===== src/rtl/clt_pkg.sv =====
`timescale 1ns / 1ps

package clt_pkg;

	localparam int KEYWORD_MAX_LEN_DEF = 6;
	localparam int POSITION_WIDTH_DEF  = 16;
	localparam int OFFSET_WIDTH_DEF    = 32;

	localparam int LEN_W   = 16;
	localparam int TYPE_W  = 6;
	localparam int KW_NUM  = 9;
	localparam int KW_MAXC = 6;

	typedef enum logic [3:0] {
		M_IDLE,
		M_IDENT,
		M_INT,
		M_FRAC,
		M_EXP,
		M_EXPSIGN,
		M_EXPDIG,
		M_EQ,
		M_LT,
		M_GT,
		M_BANG
	} mode_t;

	localparam logic [TYPE_W-1:0] TOK_ID    = 6'd9;
	localparam logic [TYPE_W-1:0] TOK_NUM   = 6'd10;
	localparam logic [TYPE_W-1:0] TOK_FLOAT = 6'd11;
	localparam logic [TYPE_W-1:0] TOK_PLUS  = 6'd12;
	localparam logic [TYPE_W-1:0] TOK_MINUS = 6'd13;
	localparam logic [TYPE_W-1:0] TOK_STAR  = 6'd14;
	localparam logic [TYPE_W-1:0] TOK_SLASH = 6'd15;
	localparam logic [TYPE_W-1:0] TOK_LT    = 6'd16;
	localparam logic [TYPE_W-1:0] TOK_LE    = 6'd17;
	localparam logic [TYPE_W-1:0] TOK_EQ    = 6'd18;
	localparam logic [TYPE_W-1:0] TOK_GT    = 6'd19;
	localparam logic [TYPE_W-1:0] TOK_GE    = 6'd20;
	localparam logic [TYPE_W-1:0] TOK_NE    = 6'd21;
	localparam logic [TYPE_W-1:0] TOK_ASG   = 6'd22;
	localparam logic [TYPE_W-1:0] TOK_SEMI  = 6'd23;
	localparam logic [TYPE_W-1:0] TOK_LPAR  = 6'd24;
	localparam logic [TYPE_W-1:0] TOK_RPAR  = 6'd25;
	localparam logic [TYPE_W-1:0] TOK_LBRC  = 6'd26;
	localparam logic [TYPE_W-1:0] TOK_RBRC  = 6'd27;
	localparam logic [TYPE_W-1:0] TOK_LBRK  = 6'd28;
	localparam logic [TYPE_W-1:0] TOK_RBRK  = 6'd29;
	localparam logic [TYPE_W-1:0] TOK_COMMA = 6'd30;
	localparam logic [TYPE_W-1:0] TOK_END   = 6'd31;
	localparam logic [TYPE_W-1:0] TOK_UNK   = 6'd32;

	// keywords int, float, void, if, else, while, return, input, print
	localparam logic [7:0] KW_TEXT [KW_NUM][KW_MAXC] = '{
		'{8'h69, 8'h6e, 8'h74, 8'h00, 8'h00, 8'h00},
		'{8'h66, 8'h6c, 8'h6f, 8'h61, 8'h74, 8'h00},
		'{8'h76, 8'h6f, 8'h69, 8'h64, 8'h00, 8'h00},
		'{8'h69, 8'h66, 8'h00, 8'h00, 8'h00, 8'h00},
		'{8'h65, 8'h6c, 8'h73, 8'h65, 8'h00, 8'h00},
		'{8'h77, 8'h68, 8'h69, 8'h6c, 8'h65, 8'h00},
		'{8'h72, 8'h65, 8'h74, 8'h75, 8'h72, 8'h6e},
		'{8'h69, 8'h6e, 8'h70, 8'h75, 8'h74, 8'h00},
		'{8'h70, 8'h72, 8'h69, 8'h6e, 8'h74, 8'h00}
	};
	localparam logic [2:0] KW_LEN [KW_NUM] = '{
		3'd3, 3'd5, 3'd4, 3'd2, 3'd4, 3'd5, 3'd6, 3'd5, 3'd5
	};

	function automatic logic is_alpha(input logic [7:0] b);
		return (b >= 8'h61 && b <= 8'h7a) || (b >= 8'h41 && b <= 8'h5a) || b == 8'h5f;
	endfunction

	function automatic logic is_digit(input logic [7:0] b);
		return b >= 8'h30 && b <= 8'h39;
	endfunction

	function automatic logic is_space(input logic [7:0] b);
		return b == 8'h20 || b == 8'h09 || b == 8'h0d || b == 8'h0a;
	endfunction

	function automatic logic [TYPE_W-1:0] single_type(input logic [7:0] b);
		logic [TYPE_W-1:0] t;
		case (b)
			8'h2b:   t = TOK_PLUS;
			8'h2d:   t = TOK_MINUS;
			8'h2a:   t = TOK_STAR;
			8'h2f:   t = TOK_SLASH;
			8'h3b:   t = TOK_SEMI;
			8'h28:   t = TOK_LPAR;
			8'h29:   t = TOK_RPAR;
			8'h7b:   t = TOK_LBRC;
			8'h7d:   t = TOK_RBRC;
			8'h5b:   t = TOK_LBRK;
			8'h5d:   t = TOK_RBRK;
			8'h2c:   t = TOK_COMMA;
			default: t = TOK_UNK;
		endcase
		return t;
	endfunction

endpackage


===== src/rtl/c_like_lexer_tokenizer.sv =====
`timescale 1ns / 1ps
// Path: a byte's tokens go through the input register and then the result queue.
// Throughput: one byte per cycle unless stalled; the queue delivers one token per cycle
// while out_stall is low; a byte closing one token and emitting another fills two slots.
// Input stalls while the four-entry result queue has fewer than two free slots.
// Reset: asynchronous, clears scanner state, line to 1, column/offset to 0, queue empty.
module c_like_lexer_tokenizer
	import clt_pkg::*;
#(
	parameter int KEYWORD_MAX_LEN = KEYWORD_MAX_LEN_DEF,
	parameter int POSITION_WIDTH  = POSITION_WIDTH_DEF,
	parameter int OFFSET_WIDTH    = OFFSET_WIDTH_DEF
) (
	input  logic                      clk,
	input  logic                      arst_n,
	input  logic                      in_valid,
	output logic                      in_stall,
	input  logic [7:0]                char_byte,
	input  logic                      end_of_input,
	output logic                      out_valid,
	input  logic                      out_stall,
	output logic [TYPE_W-1:0]         token_type,
	output logic [POSITION_WIDTH-1:0] start_line,
	output logic [POSITION_WIDTH-1:0] start_column,
	output logic [OFFSET_WIDTH-1:0]   start_offset,
	output logic [LEN_W-1:0]          lexeme_length,
	output logic                      last_of_run
);

	localparam int PW    = POSITION_WIDTH;
	localparam int OW    = OFFSET_WIDTH;
	localparam int KIW   = $clog2(KEYWORD_MAX_LEN);
	localparam int QD    = 4;
	localparam int QAW   = 2;
	localparam logic [PW-1:0]    POS_MAX = '1;
	localparam logic [LEN_W-1:0] LEN_MAX = '1;

	typedef struct packed {
		logic [TYPE_W-1:0] ttype;
		logic [PW-1:0]     line;
		logic [PW-1:0]     col;
		logic [OW-1:0]     off;
		logic [LEN_W-1:0]  len;
		logic              last;
	} res_t;

	// input register
	logic       v_s1;
	logic [7:0] byte_s1;
	logic       eoi_s1;

	// scanner state
	mode_t            mode_q, mode_d;
	logic [1:0]       flags_q, flags_d;
	logic [PW-1:0]    cur_line_q, cur_line_d, cur_col_q, cur_col_d;
	logic [PW-1:0]    tok_line_q, tok_line_d, tok_col_q, tok_col_d;
	logic [LEN_W-1:0] tok_len_q, tok_len_d;
	logic [OW-1:0]    tok_off_q, tok_off_d, byte_cnt_q, byte_cnt_d;
	logic [7:0]       kw_q [KEYWORD_MAX_LEN];
	logic             kw_we;
	logic [KIW-1:0]   kw_addr;

	// result queue
	res_t           que_q [QD];
	logic [QAW-1:0] rp_q, wp_q;
	logic [QAW:0]   cnt_q;

	logic       proc;
	logic       pop;
	logic       v0, v1;
	res_t       r0, r1, close_r;
	logic [TYPE_W-1:0] kw_type, pend_type;
	logic [PW-1:0]     col_inc, line_inc;
	logic [LEN_W-1:0]  len_inc;
	logic              is_end;

	assign proc     = v_s1 && (cnt_q <= (QAW+1)'(QD - 2));
	assign in_stall = v_s1 && !proc;
	assign pop      = out_valid && !out_stall;

	always_ff @(posedge clk or negedge arst_n) begin
		if (!arst_n) begin
			v_s1 <= 1'b0;
		end else if (!in_stall) begin
			v_s1 <= in_valid;
		end
	end

	always_ff @(posedge clk) begin
		if (in_valid && !in_stall) begin
			byte_s1 <= char_byte;
			eoi_s1  <= end_of_input;
		end
	end

	always_comb begin
		logic hit;
		logic match;
		hit     = 1'b0;
		kw_type = TOK_ID;
		for (int k = 0; k < KW_NUM; k++) begin
			match = (tok_len_q == LEN_W'(KW_LEN[k]));
			for (int i = 0; i < KW_MAXC; i++) begin
				if (3'(i) < KW_LEN[k] && kw_q[i] != KW_TEXT[k][i])
					match = 1'b0;
			end
			if (match && !hit) begin
				hit     = 1'b1;
				kw_type = TYPE_W'(k);
			end
		end
	end

	always_comb begin
		unique case (mode_q)
			M_IDENT:  pend_type = kw_type;
			M_INT:    pend_type = TOK_NUM;
			M_FRAC:   pend_type = (flags_q != 2'b00) ? TOK_FLOAT : TOK_UNK;
			M_EXPDIG: pend_type = TOK_FLOAT;
			M_EQ:     pend_type = TOK_ASG;
			M_LT:     pend_type = TOK_LT;
			M_GT:     pend_type = TOK_GT;
			default:  pend_type = TOK_UNK;
		endcase
	end

	assign col_inc  = (cur_col_q == POS_MAX) ? POS_MAX : cur_col_q + PW'(1);
	assign line_inc = (cur_line_q == POS_MAX) ? POS_MAX : cur_line_q + PW'(1);
	assign len_inc  = (tok_len_q == LEN_MAX) ? LEN_MAX : tok_len_q + LEN_W'(1);
	assign is_end   = eoi_s1 || byte_s1 == 8'h00;

	always_comb begin
		logic  fed;
		logic  b_alpha, b_digit, b_e, b_eq;
		res_t  nr;
		mode_d     = mode_q;
		flags_d    = flags_q;
		cur_line_d = cur_line_q;
		cur_col_d  = cur_col_q;
		tok_line_d = tok_line_q;
		tok_col_d  = tok_col_q;
		tok_len_d  = tok_len_q;
		tok_off_d  = tok_off_q;
		byte_cnt_d = byte_cnt_q;
		kw_we      = 1'b0;
		kw_addr    = '0;
		v0         = 1'b0;
		v1         = 1'b0;
		r0         = '0;
		r1         = '0;
		fed        = 1'b0;
		nr         = '0;
		b_alpha    = is_alpha(byte_s1);
		b_digit    = is_digit(byte_s1);
		b_e        = byte_s1 == 8'h65 || byte_s1 == 8'h45;
		b_eq       = byte_s1 == 8'h3d;

		close_r = '{ttype: pend_type, line: tok_line_q, col: tok_col_q,
			off: tok_off_q, len: tok_len_q, last: 1'b0};

		if (is_end) begin
			if (mode_q != M_IDLE) begin
				v0 = 1'b1;
				r0 = close_r;
				v1 = 1'b1;
				r1 = '{ttype: TOK_END, line: cur_line_q, col: col_inc,
					off: byte_cnt_q, len: '0, last: 1'b0};
			end else begin
				v0 = 1'b1;
				r0 = '{ttype: TOK_END, line: cur_line_q, col: col_inc,
					off: byte_cnt_q, len: '0, last: 1'b0};
			end
			mode_d  = M_IDLE;
			flags_d = 2'b00;
		end else begin
			if (byte_s1 == 8'h0a) begin
				cur_line_d = line_inc;
				cur_col_d  = '0;
			end else begin
				cur_col_d  = col_inc;
			end
			byte_cnt_d = byte_cnt_q + OW'(1);

			unique case (mode_q)
				M_IDENT: begin
					if (b_alpha || b_digit) begin
						fed       = 1'b1;
						tok_len_d = len_inc;
						if (tok_len_q < LEN_W'(KEYWORD_MAX_LEN)) begin
							kw_we   = 1'b1;
							kw_addr = tok_len_q[KIW-1:0];
						end
					end
				end
				M_INT: begin
					if (b_digit) begin
						fed = 1'b1;
					end else if (byte_s1 == 8'h2e) begin
						fed    = 1'b1;
						mode_d = M_FRAC;
					end else if (b_e) begin
						fed    = 1'b1;
						mode_d = M_EXP;
					end
					if (fed)
						tok_len_d = len_inc;
				end
				M_FRAC: begin
					if (b_digit) begin
						fed     = 1'b1;
						flags_d = flags_q | 2'b10;
					end else if (b_e) begin
						fed    = 1'b1;
						mode_d = M_EXP;
					end
					if (fed)
						tok_len_d = len_inc;
				end
				M_EXP: begin
					if (byte_s1 == 8'h2b || byte_s1 == 8'h2d) begin
						fed    = 1'b1;
						mode_d = M_EXPSIGN;
					end else if (b_digit) begin
						fed    = 1'b1;
						mode_d = M_EXPDIG;
					end
					if (fed)
						tok_len_d = len_inc;
				end
				M_EXPSIGN, M_EXPDIG: begin
					if (b_digit) begin
						fed       = 1'b1;
						mode_d    = M_EXPDIG;
						tok_len_d = len_inc;
					end
				end
				M_EQ, M_LT, M_GT, M_BANG: begin
					if (b_eq) begin
						fed     = 1'b1;
						v0      = 1'b1;
						r0      = close_r;
						r0.len  = LEN_W'(2);
						r0.ttype = (mode_q == M_EQ) ? TOK_EQ :
							(mode_q == M_LT) ? TOK_LE :
							(mode_q == M_GT) ? TOK_GE : TOK_NE;
						mode_d  = M_IDLE;
						flags_d = 2'b00;
					end
				end
				default: fed = 1'b0;
			endcase

			if (!fed) begin
				if (mode_q != M_IDLE) begin
					v0      = 1'b1;
					r0      = close_r;
					mode_d  = M_IDLE;
					flags_d = 2'b00;
				end
				if (!is_space(byte_s1)) begin
					tok_line_d = cur_line_q;
					tok_col_d  = col_inc;
					tok_off_d  = byte_cnt_q;
					tok_len_d  = LEN_W'(1);
					flags_d    = 2'b00;
					mode_d     = M_IDLE;
					if (b_alpha) begin
						mode_d  = M_IDENT;
						kw_we   = 1'b1;
						kw_addr = '0;
					end else if (b_digit) begin
						mode_d  = M_INT;
						flags_d = 2'b01;
					end else if (byte_s1 == 8'h2e) begin
						mode_d = M_FRAC;
					end else if (b_eq) begin
						mode_d = M_EQ;
					end else if (byte_s1 == 8'h3c) begin
						mode_d = M_LT;
					end else if (byte_s1 == 8'h3e) begin
						mode_d = M_GT;
					end else if (byte_s1 == 8'h21) begin
						mode_d = M_BANG;
					end else begin
						nr = '{ttype: single_type(byte_s1), line: cur_line_q, col: col_inc,
							off: byte_cnt_q, len: LEN_W'(1), last: 1'b0};
						if (v0) begin
							v1 = 1'b1;
							r1 = nr;
						end else begin
							v0 = 1'b1;
							r0 = nr;
						end
					end
				end
			end
		end

		r0.last = !v1;
		r1.last = 1'b1;
	end

	always_ff @(posedge clk or negedge arst_n) begin
		if (!arst_n) begin
			mode_q     <= M_IDLE;
			flags_q    <= 2'b00;
			cur_line_q <= PW'(1);
			cur_col_q  <= '0;
			tok_line_q <= PW'(1);
			tok_col_q  <= '0;
			tok_len_q  <= '0;
			tok_off_q  <= '0;
			byte_cnt_q <= '0;
		end else if (proc) begin
			mode_q     <= mode_d;
			flags_q    <= flags_d;
			cur_line_q <= cur_line_d;
			cur_col_q  <= cur_col_d;
			tok_line_q <= tok_line_d;
			tok_col_q  <= tok_col_d;
			tok_len_q  <= tok_len_d;
			tok_off_q  <= tok_off_d;
			byte_cnt_q <= byte_cnt_d;
		end
	end

	always_ff @(posedge clk) begin
		if (proc && kw_we)
			kw_q[kw_addr] <= byte_s1;
	end

	// result queue
	always_ff @(posedge clk) begin
		if (proc && v0)
			que_q[wp_q] <= r0;
		if (proc && v1)
			que_q[wp_q + QAW'(1)] <= r1;
	end

	always_ff @(posedge clk or negedge arst_n) begin
		if (!arst_n) begin
			rp_q  <= '0;
			wp_q  <= '0;
			cnt_q <= '0;
		end else begin
			if (pop)
				rp_q <= rp_q + QAW'(1);
			if (proc)
				wp_q <= wp_q + QAW'(v0) + QAW'(v1);
			cnt_q <= cnt_q + (proc ? (QAW+1)'(v0) + (QAW+1)'(v1) : '0) - (QAW+1)'(pop);
		end
	end

	assign out_valid     = cnt_q != '0;
	assign token_type    = que_q[rp_q].ttype;
	assign start_line    = que_q[rp_q].line;
	assign start_column  = que_q[rp_q].col;
	assign start_offset  = que_q[rp_q].off;
	assign lexeme_length = que_q[rp_q].len;
	assign last_of_run   = que_q[rp_q].last;

endmodule

===== config.mk =====
export PLATFORM = sky130hd
export DESIGN_NAME = c_like_lexer_tokenizer
export DESIGN_NICKNAME = d
export VERILOG_FILES = /design/src/rtl/clt_pkg.sv /design/src/rtl/c_like_lexer_tokenizer.sv
export SDC_FILE = /design/constraint.sdc
export NUM_CORES = 1
export LEC_CHECK = 0
export ABC_AREA = 1
export ABC_CLOCK_PERIOD_IN_PS = 8500
export BUFFER_PORTS_ARGS = -buffer_cell sky130_fd_sc_hd__buf_2
export CAP_MARGIN = 20
export CORE_ASPECT_RATIO = 1.5
export CORE_MARGIN = 2
export CORE_UTILIZATION = 57
export CTS_CLUSTER_DIAMETER = 60
export DETAILED_ROUTE_END_ITERATION = 6
export HOLD_SLACK_MARGIN = 0.06
export MAX_ROUTING_LAYER = met4
export PLACE_DENSITY_LB_ADDON = 0.15
export SYNTH_ARGS = -nofsm -noshare
export SYNTH_HDL_FRONTEND = slang
export SYNTH_SLANG_ARGS = --single-unit

===== constraint.sdc =====
create_clock -name clk -period 8.5 [get_ports clk]
set_clock_uncertainty 0.05 [all_clocks]
set_input_delay 0.85 -clock clk [delete_from_list [all_inputs] [get_ports clk]]
set_output_delay 0.85 -clock clk [all_outputs]
set_load 0.01 [all_outputs]

# --- Word level (Yosys, flattened, before mapping) ---
# Memories as Yosys holds them, arrays and structs flattened.
# Index checks and enable logic that the tools add are counted.
# W data, S select, Z words.
word_totals:
  out_inout_bits: 89
  inputBits: 13
  ramBits: 396
  n_memories: 2
  wordCells: 350
  register_bits: 167
memory_table:
  columns: ["memory", "words", "word_bits", "rd", "rd_clocked_by_memory_dff", "write_ports", "line_no", "rtl"]
  rows:
  - ["que_q", 4, 87, 1, 0, 2, "c_like_lexer_tokenizer.sv:64", "res_t que_q [QD];"]
  - ["kw_q", 6, 8, 6, 0, 1, "c_like_lexer_tokenizer.sv:59", "logic [7:0] kw_q [KEYWORD_MAX_LEN];"]
op_classes:
  n_bitwise: 3
  mux: 192
  n_reduce_logical: 48
  order_cmp: 8
  addsub: 11
  n_eq_ne: 71
ops:
  columns: ["cell", "count"]
  rows:
  - ["$mux W87", 24]
  - ["$mux W86", 3]
  - ["$ne A8 B7 Y1 const B", 29]
  - ["$mux W16", 11]
  - ["$eq A8 B6 Y1 const B", 14]
  - ["$mux W1", 104]
  - ["$mux W4", 25]
  - ["$pmux W16 S5", 1]
  - ["$pmux W6 S12", 1]
  - ["$eq A8 B7 Y1 const B", 7]
  - ["$add A16 B1 Y16 const B", 3]
  - ["$eq A16 B16 Y1 const B", 3]
  - ["$eq A16 B3 Y1 const B", 3]
  - ["$pmux W6 S7", 1]
  - ["$add A32 B1 Y32 const B", 1]
  - ["$eq A16 B2 Y1 const B", 2]
  - ["$mux W3", 9]
  - ["$eq A8 B4 Y1 const B", 3]
  - ["$pmux W4 S5", 1]
  - ["$logic_and A1 B1 Y1", 18]
  - ["$mux W6", 3]
  - ["$eq A4 B3 Y1 const B", 4]
  - ["$ge A8 B7 Y1 const B", 2]
  - ["$le A8 B7 Y1 const B", 2]
  - ["27 further kinds", 59]

# --- Longest topological paths before layout ---
# An unclocked memory read counts as a cell.
logic_depth:
  ltp_word: 43
  mapped_depth: 21
  depth_no_buf: 21

# --- Worst setup path before layout ---
# No wires, ideal clock.
synth_timing:
  kind: "reg-to-reg"
  startpoint: "register byte_s1[6]"
  endpoint: "memory que_q[3][17] (netlist name), enable pin"
  slack_ps: 4372
  setup_ps: 737
  t_required_ps: 7713
  t_arrival_ps: 3342
  synth_period_minus_slack_ps: 4128
  path_buffers: 2
  stages_incl_launch_ff: 15
  cell_sequence: "edfxtp_1 -> inv_1 -> nand2_1 -> nor3_2 -> nand2_1 -> nand3_1 -> nand2_1 -> nand2_1 -> nor2_2 -> nand2_1 -> nand2_2 -> nand4_1 -> buf_2 -> clkbuf_1 -> nand2_1"
synth_lines:
  columns: ["element", "line_no", "rtl"]
  rows:
  - ["start: declaration", "c_like_lexer_tokenizer.sv:49", "logic [7:0] byte_s1;"]
  - ["start signal: assignment", "c_like_lexer_tokenizer.sv:91", "byte_s1 <= char_byte;"]
  - ["end: declaration", "c_like_lexer_tokenizer.sv:64", null]

==> results_tabular.tex <==
\begin{tabular}{lr}
\hline
Metric & Value \\
\hline
\multicolumn{2}{l}{\textbf{Run status}} \\
\quad Result of the run & completed \\
\multicolumn{2}{l}{\textbf{Layout}} \\
\quad Final net count & 3848 \\
\quad Top library cells by usage in the layout, fill and taps aside & nand2\_1, o21ai\_0, nor2\_1, edfxtp\_1, inv\_1 \\
\quad Filler-free cell count of the finished design & 4550 \\
\quad Ratio of cells with drive above 1 in the final layout & 7.422\% \\
\quad Synth-to-Final Area Change & 7.905\% \\
\quad Most common cell after layout, fill and taps aside & nand2\_1 \\
\multicolumn{2}{l}{\textbf{Floorplanning}} \\
\quad Core box area & 52580 um\^{}2 \\
\quad IO Pins & 102 \\
\quad \# rows & 103 \\
\quad Die area & 55080 um\^{}2 \\
\quad Overall die width & 192.3 um \\
\quad Y dimension of the die & 286.4 um \\
\quad Effective utilization at floorplan & 57.65\% \\
\multicolumn{2}{l}{\textbf{Detailed routing}} \\
\quad Vias/cell & 5.931 \\
\quad DRT Pass-1 Iters & 6 \\
\quad Final Routed Wirelength & 93570 um \\
\quad Number of DRC violations after detailed-routing iteration 0 & 2668 \\
\quad DRC errors left & 0 \\
\quad Via count & 26.99k \\
\quad WL/cell & 20.57 um \\
\quad Count of antenna-violating nets left after detailed routing & 0 \\
\multicolumn{2}{l}{\textbf{STA}} \\
\quad Hold slack & 0.2943 ns \\
\quad Max transition margin & 20.62\% \\
\quad Slew at the pin with the worst max-slew slack & 1.191 ns \\
\quad Final count of pins violating max slew & 0 \\
\quad Total Negative Setup Slacks & 0 ns \\
\quad Setup violators final & 0 \\
\quad Minimum clock period & 5.339 ns \\
\quad Max frequency & 187.3 MHz \\
\quad PnR worst setup slack & 3.161 ns \\
\quad Final Hold Vio Count & 0 \\
\quad Final worst-path cycle share & 62.81\% \\
\quad RSZ-0062 raised after global routing & false \\
\multicolumn{2}{l}{\textbf{Pwr}} \\
\quad Clock network fraction of design power & 23.7\% \\
\quad Pwr/cell area & 310.1 nW/um\^{}2 \\
\quad Portion of total power attributed to combinational logic & 39.8\% \\
\quad Reg power frac & 36.5\% \\
\quad Maximum ir drop on the vdd rail & 0.5799 mV \\
\quad Power, Total & 10.14 mW \\
\quad Leakage power & 13.48 nW \\
\quad Switch share & 42.79\% \\
\quad Power dissipated by switching net loads & 4.341 mW \\
\quad Internal power & 5.802 mW \\
\multicolumn{2}{l}{\textbf{Synth}} \\
\quad Number of nets produced by synthesis & 3898 \\
\quad Fraction of post-synthesis cell area in the top cell type by area & 33.78\% \\
\quad Post-synthesis sequential area ratio & 51.06\% \\
\quad Post-synth cell types & 46 \\
\quad Count of warnings emitted by yosys & 0 \\
\quad Post-synthesis register bit count & 563 \\
\quad Mapped Area & 30310 um\^{}2 \\
\quad Number of cells produced by synthesis & 3872 \\
\quad Leading area contributor after synthesis & edfxtp\_1 \\
\quad Ranking of synthesized cells by area & edfxtp\_1, nand2\_1, dfrtp\_1 \\
\quad Per-instance average area after synthesis & 7.828 um\^{}2 \\
\multicolumn{2}{l}{\textbf{Worst setup path}} \\
\quad Critical register-to-register path startpoint & byte\_s1[3]\$\_DFFE\_PP\_ \\
\quad Count of cells along the worst register-to-register path & 13 \\
\quad Required time of the critical path & 8.73 ns \\
\quad Startpoint type of the worst setup path & flip-flop \\
\quad Kind of critical path & flip-flop to flip-flop \\
\quad Crit Path Max Fanout & 37 \\
\quad Destination of the worst register-to-register timing path & que\_q[3][71]\$\_DFFE\_PP\_ \\
\quad Crit path DAT & 5.57 ns \\
\quad Worst setup EP type & flip-flop \\
\quad Reg-to-reg setup timing slack & 3.16 ns \\
\multicolumn{2}{l}{\textbf{GRT}} \\
\quad Pin count of the biggest net entering global routing & 106 \\
\quad Total congestion overflow & 0 \\
\quad Total global routing track utilization & 35.04\% \\
\quad Number of global-route vias before repair & 26.10k \\
\quad Number of antenna violations at the first check in global routing & 1 \\
\quad First-pass GRT wire length & 144700 um \\
\multicolumn{2}{l}{\textbf{Run}} \\
\quad Max-cap check violation count & 0 \\
\multicolumn{2}{l}{\textbf{Clocking}} \\
\quad Count of hold-fix buffers inserted at cts & 0 \\
\quad Total CTS buffers & 54 \\
\quad Number of H-tree levels & 2 \\
\quad Clk sink count & 563 \\
\quad Clock Tree Root & clkbuf\_16 \\
\quad Later-pin clock latency in the skew report & 0.62 ns \\
\quad TritonCTS clock tree & built \\
\quad Clk slew on worst S/H paths & 0.07 ns \\
\quad Number of buffers between clock root and the deepest sink & 3 \\
\quad Number of gates resized after cts & 0 \\
\quad Post-CTS repair timing setup buffer count & 0 \\
\multicolumn{2}{l}{\textbf{Placement}} \\
\quad Count of placed standard cells including taps & 4448 \\
\quad Detailed placement HPWL & 57830 um \\
\quad Buffers added on ports & 101 \\
\quad Placer congestion estimate & 1.012 \\
\quad Post-Place Setup Slack & 3.214 ns \\
\multicolumn{2}{l}{\textbf{Hold path}} \\
\quad Class of the tightest hold or removal check & primary input to asynchronous set/reset pin \\
\hline
\end{tabular}
==> power groups by stage <==
stage | Clock [mW] | Combinational [mW] | Sequential (mW)
final | 2.40 | 4.04 | 3.70
after CTS | 2.42 | 4.01 | 3.70
after floorplan | 0 | 2.57 | 3.64
after global placement | 0 | 3.97 | 3.74
after detailed placement | 0 | 3.99 | 3.75
after global routing | 2.51 | 4.37 | 3.74
==> logic make-up (layout without fill, tap and decap cells) <==
| family | after synthesis | in the layout | share of synthesized area [%] |
|---|---|---|---|
| XOR/XNOR | 48 | 48 | 1.387 |
| AND/OR/NAND/NOR | 1939 | 1939 | 26.03 |
| adder cells (fa/ha/maj) | 13 | 13 | 0.5861 |
| buffers and inverters | 517 | 512 | 6.885 |
| AO/OA/AOI/OAI | 792 | 792 | 14.06 |
| other | 0 | 1 | 0 |
| flip-flops | 563 | 563 | 51.06 |
==> per-layer routing <==
layer  up-vias  share of wire, %  GRT usage, %
met5         -                 0             -
met3       299               6.9         4.818
met4         0               5.0         17.84
li1      12800                 -             -
met2      1122                51         59.85
met1     12760                37         40.05
==> final cells by class <==
type | count | area, um^2
Clock buffer | 63 | 1406
Timing Repair Buffer | 138 | 814.5
Multi-Input combinational cell | 2792 | 12800
Antenna cell | 1 | 2.502
Tap cell | 682 | 853.3
Inverter | 273 | 1031
Sequential cell | 563 | 15480
Clock inverter | 38 | 317.8
Fill cell | 4721 | 19870
==> synth_stat cells, drive strengths merged <==
library cell and count:
a211oi 1, a21o 1, a21oi 137, a22o 1
a22oi 6, a31oi 3, a41oi 1, and3 1
buf 88, clkbuf 156, clkinv 4, dfrtp 156
dfstp 2, dfxtp 64, edfxtp 341, fa 2
ha 11, inv 269, nand2 1290, nand3 157
nand3b 5, nand4 42, nor2 364, nor3 60
nor3b 2, nor4 11, o211ai 16, o21ai 449
o221ai 1, o22ai 175, o31ai 1, or2 7
xnor2 1, xor2 47
==> sequential cells by signal, summed over array words and instances (netlist names) <==
| name | flops |
|---|---|
| que_q | 348 |
| byte_cnt_q | 32 |
| v_s1 | 1 |
| tok_len_q | 16 |
| tok_col_q | 16 |
| cur_line_q | 16 |
| cnt_q | 3 |
| eoi_s1 | 1 |
| kw_q | 48 |
| tok_line_q | 16 |
| rp_q | 2 |
| flags_q | 2 |
| cur_col_q | 16 |
| mode_q | 4 |
| wp_q | 2 |
| tok_off_q | 32 |
| byte_s1 | 8 |
==> worst max-delay path by stage <==
stage / start / endpoint / cells past startpoint
2_1_floorplan: byte_s1[6]$_DFFE_PP_ / que_q[3][17]$_DFFE_PP_ / 14
3_3_place_gp: byte_s1[3]$_DFFE_PP_ / que_q[3][55]$_DFFE_PP_ / 13
3_5_place_dp: byte_s1[3]$_DFFE_PP_ / que_q[3][69]$_DFFE_PP_ / 13
4_1_cts: byte_s1[3]$_DFFE_PP_ / que_q[3][70]$_DFFE_PP_ / 13
5_1_grt: byte_s1[3]$_DFFE_PP_ / que_q[3][70]$_DFFE_PP_ / 13
6_report: byte_s1[3]$_DFFE_PP_ / que_q[3][71]$_DFFE_PP_ / 13
==> critical path, stage by stage (launching register included) <==
cell and delay [ns]:
edfxtp_1 0.61, nand2_1 0.18, inv_1 0.10, nand2_2 0.11, nor2_2 0.29, nand2_2 0.34, inv_2 0.13, nor2_1 0.09
nand2_2 0.18, nand2_4 0.11, nor2_4 0.78, nand2_2 0.78, nand2_4 0.78, buf_4 0.43
==> per-stage QoR <==
step,utilization [%],area (um^2)
CTS,62.20,32710
global route,62.20,32710
global placement,58.92,30980
detailed placement,58.92,30980
finish,62.20,32710
floorplan,-,30310
Note: power is estimated with default switching activity, not from simulation.
